`src/assert_macros.svh`:
```
// Assertion helpers used by the RTL.
`ifndef ASSERT_MACROS_SVH
`define ASSERT_MACROS_SVH

// Same-cycle implication, quiet during reset.
`define SPQ_ASSERT_IMPL(label, clk, rst_n, ante, cons) \
    label: assert property (@(posedge clk) disable iff (!rst_n) (ante) |-> (cons)) \
        else $error("assertion failed");

// Next-cycle implication, quiet during reset.
`define SPQ_ASSERT_NEXT(label, clk, rst_n, ante, cons) \
    label: assert property (@(posedge clk) disable iff (!rst_n) (ante) |=> (cons)) \
        else $error("assertion failed");

`endif

```
`src/spq_pkg.sv`:
```
package spq_pkg;

    localparam int DATA_W  = 32;
    localparam int TOTAL_W = 5;

    localparam logic OP_INSERT = 1'b0;
    localparam logic OP_DELETE = 1'b1;

    typedef enum logic [1:0] {
        SPQ_OK        = 2'd0,
        SPQ_DROP_FULL = 2'd1,
        SPQ_DEL_EMPTY = 2'd2
    } t_spq_status;

    // Broadcast to every cell of the chain.
    typedef struct packed {
        logic              insert;
        logic              remove;
        logic [DATA_W-1:0] value;
    } t_spq_cmd;

endpackage

```
`src/spq_cell.sv`:
```
module spq_cell
    import spq_pkg::*;
(
    input  logic              i_clk,
    input  t_spq_cmd          i_cmd,
    input  logic              i_occ,
    input  logic              i_left_le,
    input  logic [DATA_W-1:0] i_left_value,
    input  logic [DATA_W-1:0] i_right_value,
    output logic [DATA_W-1:0] o_value,
    output logic              o_le
);

    logic [DATA_W-1:0] r_value;
    logic [DATA_W-1:0] n_value;

    // Occupied and not greater than the new value: stays in place on insert.
    assign o_le    = i_occ && ($signed(r_value) <= $signed(i_cmd.value));
    assign o_value = r_value;

    always_comb begin
        n_value = r_value;
        if (i_cmd.insert && !o_le) begin
            // first cell past the boundary takes the new value, the rest shift up
            n_value = i_left_le ? i_cmd.value : i_left_value;
        end else if (i_cmd.remove) begin
            n_value = i_right_value;
        end
    end

    always_ff @(posedge i_clk) begin
        r_value <= n_value;
    end

endmodule

```
`src/sorted_priority_queue.sv`:
```
// Sorted min-priority queue built as a chain of compare-and-shift cells.
// Input channel s_*: tuser[0] is the opcode (insert / delete minimum),
// tdata[31:0] the signed value to insert (ignored on delete).
// Output channel m_*: one transfer per accepted input, describing the queue
// after the operation: minimum (0 when empty), count, empty, full, status.
// Each cell compares its entry with the broadcast value and either holds,
// takes the new value or takes its left neighbor's entry; a delete shifts
// every entry one cell toward the head. Each operation updates the cells and
// the result register together, so the block takes one transfer per cycle
// unless the receiver stalls. The result is on m_tdata the cycle after the
// input transfer. A one-deep output register decouples the sides: input is
// taken while the result register is empty or being read in the same cycle.
// If the receiver stalls, the result holds and s_tready drops.
// Insert into a full queue is dropped (status 1); delete on an empty queue
// does nothing (status 2). Reset empties the queue; entries are not cleared.
module sorted_priority_queue
    import spq_pkg::*;
#(
    parameter int CAPACITY = 16
) (
    input  logic        i_clk,
    input  logic        i_rst_n,
    input  logic        s_tvalid,
    output logic        s_tready,
    input  logic [31:0] s_tdata,   // [31:0] value
    input  logic [0:0]  s_tuser,   // [0] opcode
    output logic        m_tvalid,
    input  logic        m_tready,
    output logic [47:0] m_tdata    // [31:0] min_value, [36:32] entry_total,
                                   // [37] is_empty, [38] is_full, [40:39] status
);

    `include "assert_macros.svh"

    localparam int CNT_W = $clog2(CAPACITY + 1);

    logic [CNT_W-1:0]  r_count;
    logic [CNT_W-1:0]  n_count;
    logic              r_out_valid;
    logic [DATA_W-1:0] r_min;
    logic [DATA_W-1:0] n_min;
    logic [TOTAL_W-1:0] r_total;
    logic              r_empty;
    logic              r_full;
    t_spq_status       r_status;
    t_spq_status       n_status;

    logic              s_fire;
    logic              q_full;
    logic              q_empty;
    t_spq_cmd          cmd;

    logic [DATA_W-1:0] cell_value [CAPACITY];
    logic              cell_le    [CAPACITY];
    logic              cell_occ   [CAPACITY];

    assign s_tready = !r_out_valid || m_tready;
    assign s_fire   = s_tvalid && s_tready;
    assign q_full   = (r_count == CNT_W'(CAPACITY));
    assign q_empty  = (r_count == '0);

    assign cmd.insert = s_fire && (s_tuser[0] == OP_INSERT) && !q_full;
    assign cmd.remove = s_fire && (s_tuser[0] == OP_DELETE) && !q_empty;
    assign cmd.value  = s_tdata[DATA_W-1:0];

    for (genvar g = 0; g < CAPACITY; g++) begin : g_cell
        logic              left_le;
        logic [DATA_W-1:0] left_value;
        logic [DATA_W-1:0] right_value;

        assign cell_occ[g] = (CNT_W'(g) < r_count);

        if (g == 0) begin : g_head
            assign left_le    = 1'b0;
            assign left_value = cmd.value;
        end else begin : g_body
            assign left_le    = cell_le[g-1];
            assign left_value = cell_value[g-1];
        end

        if (g == CAPACITY - 1) begin : g_tail
            assign right_value = '0;
        end else begin : g_inner
            assign right_value = cell_value[g+1];
        end

        spq_cell u_cell (
            .i_clk         (i_clk),
            .i_cmd         (cmd),
            .i_occ         (cell_occ[g]),
            .i_left_le     (left_le),
            .i_left_value  (left_value),
            .i_right_value (right_value),
            .o_value       (cell_value[g]),
            .o_le          (cell_le[g])
        );
    end

    always_comb begin
        n_count  = r_count;
        n_status = SPQ_OK;
        n_min    = q_empty ? '0 : cell_value[0];
        if (cmd.insert) begin
            n_count = r_count + CNT_W'(1);
            n_min   = cell_le[0] ? cell_value[0] : cmd.value;
        end else if (cmd.remove) begin
            n_count = r_count - CNT_W'(1);
            n_min   = (r_count > CNT_W'(1)) ? cell_value[1] : '0;
        end else if (s_tuser[0] == OP_INSERT) begin
            n_status = SPQ_DROP_FULL;
        end else begin
            n_status = SPQ_DEL_EMPTY;
        end
    end

    always_ff @(posedge i_clk) begin
        if (!i_rst_n) begin
            r_count     <= '0;
            r_out_valid <= 1'b0;
        end else begin
            if (s_fire) begin
                r_count <= n_count;
            end
            if (s_fire) begin
                r_out_valid <= 1'b1;
            end else if (m_tready) begin
                r_out_valid <= 1'b0;
            end
        end
    end

    always_ff @(posedge i_clk) begin
        if (s_fire) begin
            r_min    <= n_min;
            r_total  <= TOTAL_W'(n_count);
            r_empty  <= (n_count == '0);
            r_full   <= (n_count == CNT_W'(CAPACITY));
            r_status <= n_status;
        end
    end

    assign m_tvalid = r_out_valid;
    assign m_tdata  = {7'b0, r_status, r_full, r_empty, r_total, r_min};

    `SPQ_ASSERT_IMPL(a_count_bound, i_clk, i_rst_n, 1'b1, r_count <= CNT_W'(CAPACITY))
    `SPQ_ASSERT_NEXT(a_remove_count, i_clk, i_rst_n, cmd.remove,
                     r_count == $past(r_count) - CNT_W'(1))
    `SPQ_ASSERT_NEXT(a_stall_hold, i_clk, i_rst_n, m_tvalid && !m_tready, $stable(r_count))
    `SPQ_ASSERT_IMPL(a_flags_match, i_clk, i_rst_n, m_tvalid,
                     !(r_empty && r_full) && (r_empty == (r_min == '0 && r_empty)))

endmodule

```
`config.mk`:
```
export PLATFORM = sky130hd
export DESIGN_NAME = sorted_priority_queue
export DESIGN_NICKNAME = d
export VERILOG_FILES = /design/src/spq_pkg.sv /design/src/spq_cell.sv /design/src/sorted_priority_queue.sv
export VERILOG_INCLUDE_DIRS = /design/src /design/src/src
export SDC_FILE = /design/constraint.sdc
export NUM_CORES = 2
export LEC_CHECK = 0
export BUFFER_PORTS_ARGS = -buffer_cell sky130_fd_sc_hd__buf_2
export CAP_MARGIN = 25
export CORE_ASPECT_RATIO = 1.2
export CORE_MARGIN = 2
export CORE_UTILIZATION = 65
export DETAILED_ROUTE_END_ITERATION = 8
export GPL_TIMING_DRIVEN = 0
export PLACE_DENSITY = 0.82
export SYNTH_ARGS = -nofsm -noshare
export SYNTH_HDL_FRONTEND = slang
export SYNTH_SLANG_ARGS = --single-unit
```
`constraint.sdc`:
```
create_clock -name i_clk -period 10.3 [get_ports i_clk]
set_input_delay 1.03 -clock i_clk [delete_from_list [all_inputs] [get_ports i_clk]]
set_output_delay 1.03 -clock i_clk [all_outputs]
set_load 0.05 [all_outputs]
```
# After elaboration in Yosys (flattened, before gate mapping)
# Cells that the tools add are included.
# word_totals
word_cells	195
latch_bits	0
rom_bits	0
in_bits	37
reg_bits	559
n_memories	0
ramBits	0
output_inout_bits	50
# classes
add_sub_neg	2
order_cmp	33
div	0
n_bitwise	1
muxes	57
n_eq_ne	2
n_shift	0
n_reduce_logical	77
multipliers	0
# op_table
op	count
$mux W32	52
$le A32 B32 Y1	16
$lt A4 B5 Y1 const A	8
$logic_and A1 B1 Y1	37
$reduce_bool A2 Y1	17
$lt A3 B5 Y1 const A	4
$logic_not A1 Y1	19
$eq A5 B5 Y1 const B	2
$logic_not A5 Y1	2
$lt A1 B5 Y1 const A	2
$lt A2 B5 Y1 const A	2
$mux W5	2
$add A5 B1 Y5 const B	1
$gt A5 B1 Y1 const B	1
$sub A5 B1 Y5 const B	1
$mux W1	2
$mux W2	1
$reduce_or A2 Y1	1
$logic_or A1 B1 Y1	1
$not A1 Y1	1

# Depth between registers and ports, before layout
# depth
depth_word	8
mapped_depth	13
mapped_depth_nobuf	10

# Modules after synthesis
# From an unflattened synthesis, not the netlist that was laid out.
# hier_totals
cells_unflattened	3875
hier_area_um2	46313.2
# by_module_without_submodules
mod	area_each_um2	instances	cells_per_inst
spq_cell	2721.4	16	227
sorted_priority_queue	2771.4	1	243

# Worst setup path before layout
# OpenSTA, ideal clock, no wires.
# synth_path
path_kind	in2reg
from	in s_tdata[10]
to	reg g_cell[10].u_cell.r_value[0] (enable)
slack_ns	4.784
required_ns	9.834
setup_ns	0.466
arrival_time_ns	5.050
cell_stages	10
path_cell_list	inv_1 > ha_1 > nand4_1 > nor4_1 > o21ai_0 > o211ai_1 > and2_1 > o22ai_2 > buf_2 > o21ai_0
# synth_via
elab_chain_len	5
# synth_lines
element	line	rtl
start, declared	sorted_priority_queue.sv:25	input logic [31:0] s_tdata,
$le A32 B32 Y1	spq_cell.sv:18	assign o_le = i_occ && ($signed(r_value) <= $signed(i_cmd.value));
$logic_and A1 B1 Y1	spq_cell.sv:18	
$logic_not A1 Y1	spq_cell.sv:23	if (i_cmd.insert && !o_le) begin
$logic_and A1 B1 Y1	spq_cell.sv:23	
$reduce_bool A2 Y1 (no line)	-	
end signal, assigned	spq_cell.sv:32	r_value <= n_value;
end, declared	spq_cell.sv:14	logic [DATA_W-1:0] r_value;
# No other way between the ends.
# A chain may end at the register's enable or synchronous reset.

# Worst setup path in the final report
# layout_path
from	in s_tdata[31]
to	reg g_cell[0].u_cell.r_value[7] (enable)
# layout_via
elab_chain_len	5
# layout_lines
element	line
$le A32 B32 Y1	spq_cell.sv:18
$logic_and A1 B1 Y1	spq_cell.sv:18
$logic_not A1 Y1	spq_cell.sv:23
$logic_and A1 B1 Y1	spq_cell.sv:23
$reduce_bool A2 Y1 (no line)	-
end signal, assigned	spq_cell.sv:32
end, declared	spq_cell.sv:14
# No other way between the ends.

==> flow_summary.ini <==
[outcome]
status = finished, final reports clean

[setup_path]
slowest_delay_ns = 1.03
start_kind = input pin
worst_r2r_path_depth = 9
cpMostUsedCell = buf_2
crit_end = g_cell[0].u_cell.o_value[7]
crit_start = s_tdata[31]
cp.required_ns = 10.58
slowest_stage = nor4_1
reg2reg_slack_ns = 5.37
r2r_start = g_cell[0].u_cell.o_value[31]
worstSetupPathType = input pin to flip-flop
endpoint_kind = flip-flop
crit_path_cell_trace = buf_2 > inv_1 > ha_1 > nand4_1 > nor4_1 > o311ai_0 > nand4_1 > and3_1 > buf_2 > buf_2 > or2_2
reg2reg_to = g_cell[0].u_cell.o_value[7]
cp.arrival_ns = 6.15
path_max_fanout = 32

[clock_network]
cts_setup_buffers = 0
path_clk_slew_ns = 0.06
postCtsResizedCells = 0
cts_tree = done
clock_path_buffers = 3
cts_buffers = 60
worstSkewPairLatency_ns = 0.65
clock_sinks = 559
h-tree-depth = 2
ctsHoldBuffers = 0
cts_root_buffer = clkbuf_16

[sta]
skew_ns = 0.01558
finalCriticalPeriod_ns = 5.866
slew_violations = 0
setup_viol = 0
grt_setup_unrepaired = no
fin_tns_setup_ns = 0
finalCritPeriodShare_pct = 56.95
hold_violations = 0
slew_headroom_pct = 20.90
max_freq_ghz = 0.1705
worstMarginPinSlew_ns = 1.187

[yosys]
netlist.top_cell.by_area = edfxtp_1
ys_seq_area_share_pct = 41.93
synthTopCellsByCount = a21oi_1, edfxtp_1, ha_1
synthFlopType = edfxtp_1
yosys_warnings = 0
syn_area_sq_um = 39890
synth_fa_ha_area_share_pct = 16.15
synth_area_leaders = edfxtp_1, ha_1, mux2i_1
synth_cell_types = 75
synth_compound_area_share_pct = 16.79
synthArstFlopShare_pct = 0
synth_top_family_by_area = compound AO/OA/AOI/OAI gates
syn_avg_cell_area_sq_um = 10.25
synthMuxAreaShare_pct = 11.57
yosysTopAreaCellShare_pct = 41.63
synth_edf_count = 553
synthesis.instances = 3893
synth_xor_area_share_pct = 0.06587
yosysMostFrequentCell = a21oi_1
yosys.area_share.simple_pct = 9.527
synth_seq_cells = 559

[finish]
drive_above_1_share_pct = 8.911
syn_to_final_growth_pct = 8.840
finalNetCount = 4600
finalNonFillerCells = 4910

[power]
vdd_drop_max_mv = 0.1431
power_leakage_nw = 18.99
pwr_density_cell_nw_per_um2 = 167.4
power_mw = 7.266

[global_routing]
antenna_found_initial = 8
grt_max_degree = 40
grt_pass1_vias = 32440
grt_pass1_wl_um = 181400
grt_use_total_pct = 37.32
grt-ovfl-total = 0

[hold_path]
hold_class = flip-flop to flip-flop

[floorplan]
num_io_pins = 87
die_area_sq_um = 63370
die_w_um = 230.1
start_util_pct = 65.72
rows = 99
die_h_um = 275.4
core_area_sq_um = 60700

[routing]
ant_nets = 0
vias = 32880
wirelength_um = 120300
firstDrtPassIters = 9
route.detailed.drc = 0
routedWlPerCell_um = 24.51
detail_route.vias_per_cell = 6.697
drtIter0Drc = 3281

[placement]
dp_cells = 4794
gp_congestion = 0.9985
hpwl_um = 96710
place.port_buffers = 79

[run]
max_cap_violations = 0
## layout make-up
class,count,area [sq um]
Multi-Input combinational cell,3003,21630
Inverter,101,379.1
Clock inverter,24,196.4
Timing Repair Buffer,87,608.1
Buffer,236,1197
Tap cell,808,1011
Sequential cell,559,16730
Clock buffer,86,1650
Fill cell,4652,17280
Antenna cell,6,15.01
## metrics by stage
stage | hold slack [ns] | setup WS [ns] | cell area [sq um] | utilization [%]
2_1_floorplan | 0.5446 | 4.784 | 39910 | -
3_3_place_gp | 0.5644 | 2.398 | 41320 | 68.07
3_5_place_dp | 0.5714 | 4.025 | 41550 | 68.46
4_1_cts | 0.5888 | 4.685 | 43400 | 71.50
5_1_grt | 0.6163 | 4.570 | 43410 | 71.53
6_report | 0.5892 | 4.434 | 43410 | 71.53
## layer usage
layer  GRT usage, %  vias to the layer above  part of all wire, %
li1               -                    15140                    -
met1          42.77                    15650                   37
met2          64.29                     1623                   48
met3          4.886                      470                  6.9
met4          27.78                        2                  8.5
met5              0                        -                0.010
## worst min path at each step
stage,depth (start not counted),to,from,slack (ns)
after global placement,2,g_cell[13].u_cell.o_value[30],g_cell[14].u_cell.o_value[30],0.56
after detailed placement,2,g_cell[13].u_cell.o_value[10],g_cell[14].u_cell.o_value[10],0.57
after floorplan,2,g_cell[12].u_cell.o_value[0],g_cell[13].u_cell.o_value[0],0.54
after CTS,2,g_cell[5].u_cell.o_value[19],g_cell[6].u_cell.o_value[19],0.59
after global routing,2,g_cell[13].u_cell.o_value[13],g_cell[14].u_cell.o_value[13],0.62
final,2,g_cell[13].u_cell.o_value[11],g_cell[14].u_cell.o_value[11],0.59
## state kept, by name (all words and copies together) (netlist names)
| signal | flops |
|---|---|
| g_cell.u_cell.o_value | 512 |
| r_min | 32 |
| r_count | 5 |
| r_total | 5 |
| r_status | 2 |
| m_tvalid | 1 |
| r_empty | 1 |
| r_full | 1 |
## kinds of logic (layout without fill, tap and decap cells)
group | after synthesis | after routing
mux | 457 | 457
flops | 559 | 559
fa+ha+maj | 515 | 515
xor+xnor | 3 | 3
compound gates | 1195 | 1195
buf+inv | 337 | 534
simple gates | 826 | 826
other cells | 1 | 13
## worst max-delay path, delay by kind of cell
kind	cells	cell delay (ns)
AO/OA/AOI/OAI	1	0.56
buffers and inverters	4	1.24
adder cells (fa/ha/maj)	1	0.61
AND/OR/NAND/NOR	5	2.65
## layout by cell type, fill, tap and decap left out, drive strengths merged, types with 22 or more instances in the layout
| cell type | instances |
|---|---|
| a21oi | 683 |
| edfxtp | 553 |
| ha | 515 |
| mux2i | 426 |
| nand2 | 301 |
| o21ai | 259 |
| nor2 | 241 |
| buf | 228 |
| clkbuf | 181 |
| nand4 | 119 |
| inv | 104 |
| a21o | 68 |
| a22oi | 59 |
| nand3 | 38 |
| mux2 | 31 |
| nor2b | 28 |
| o211ai | 22 |
## power breakdown
part           total, mW  switching [mW]  internal, mW
Sequential          3.15           0.226          2.92
Combinational       1.99            1.27         0.715
Clock               2.13           0.949          1.18
(Power assumes the default switching activity.)
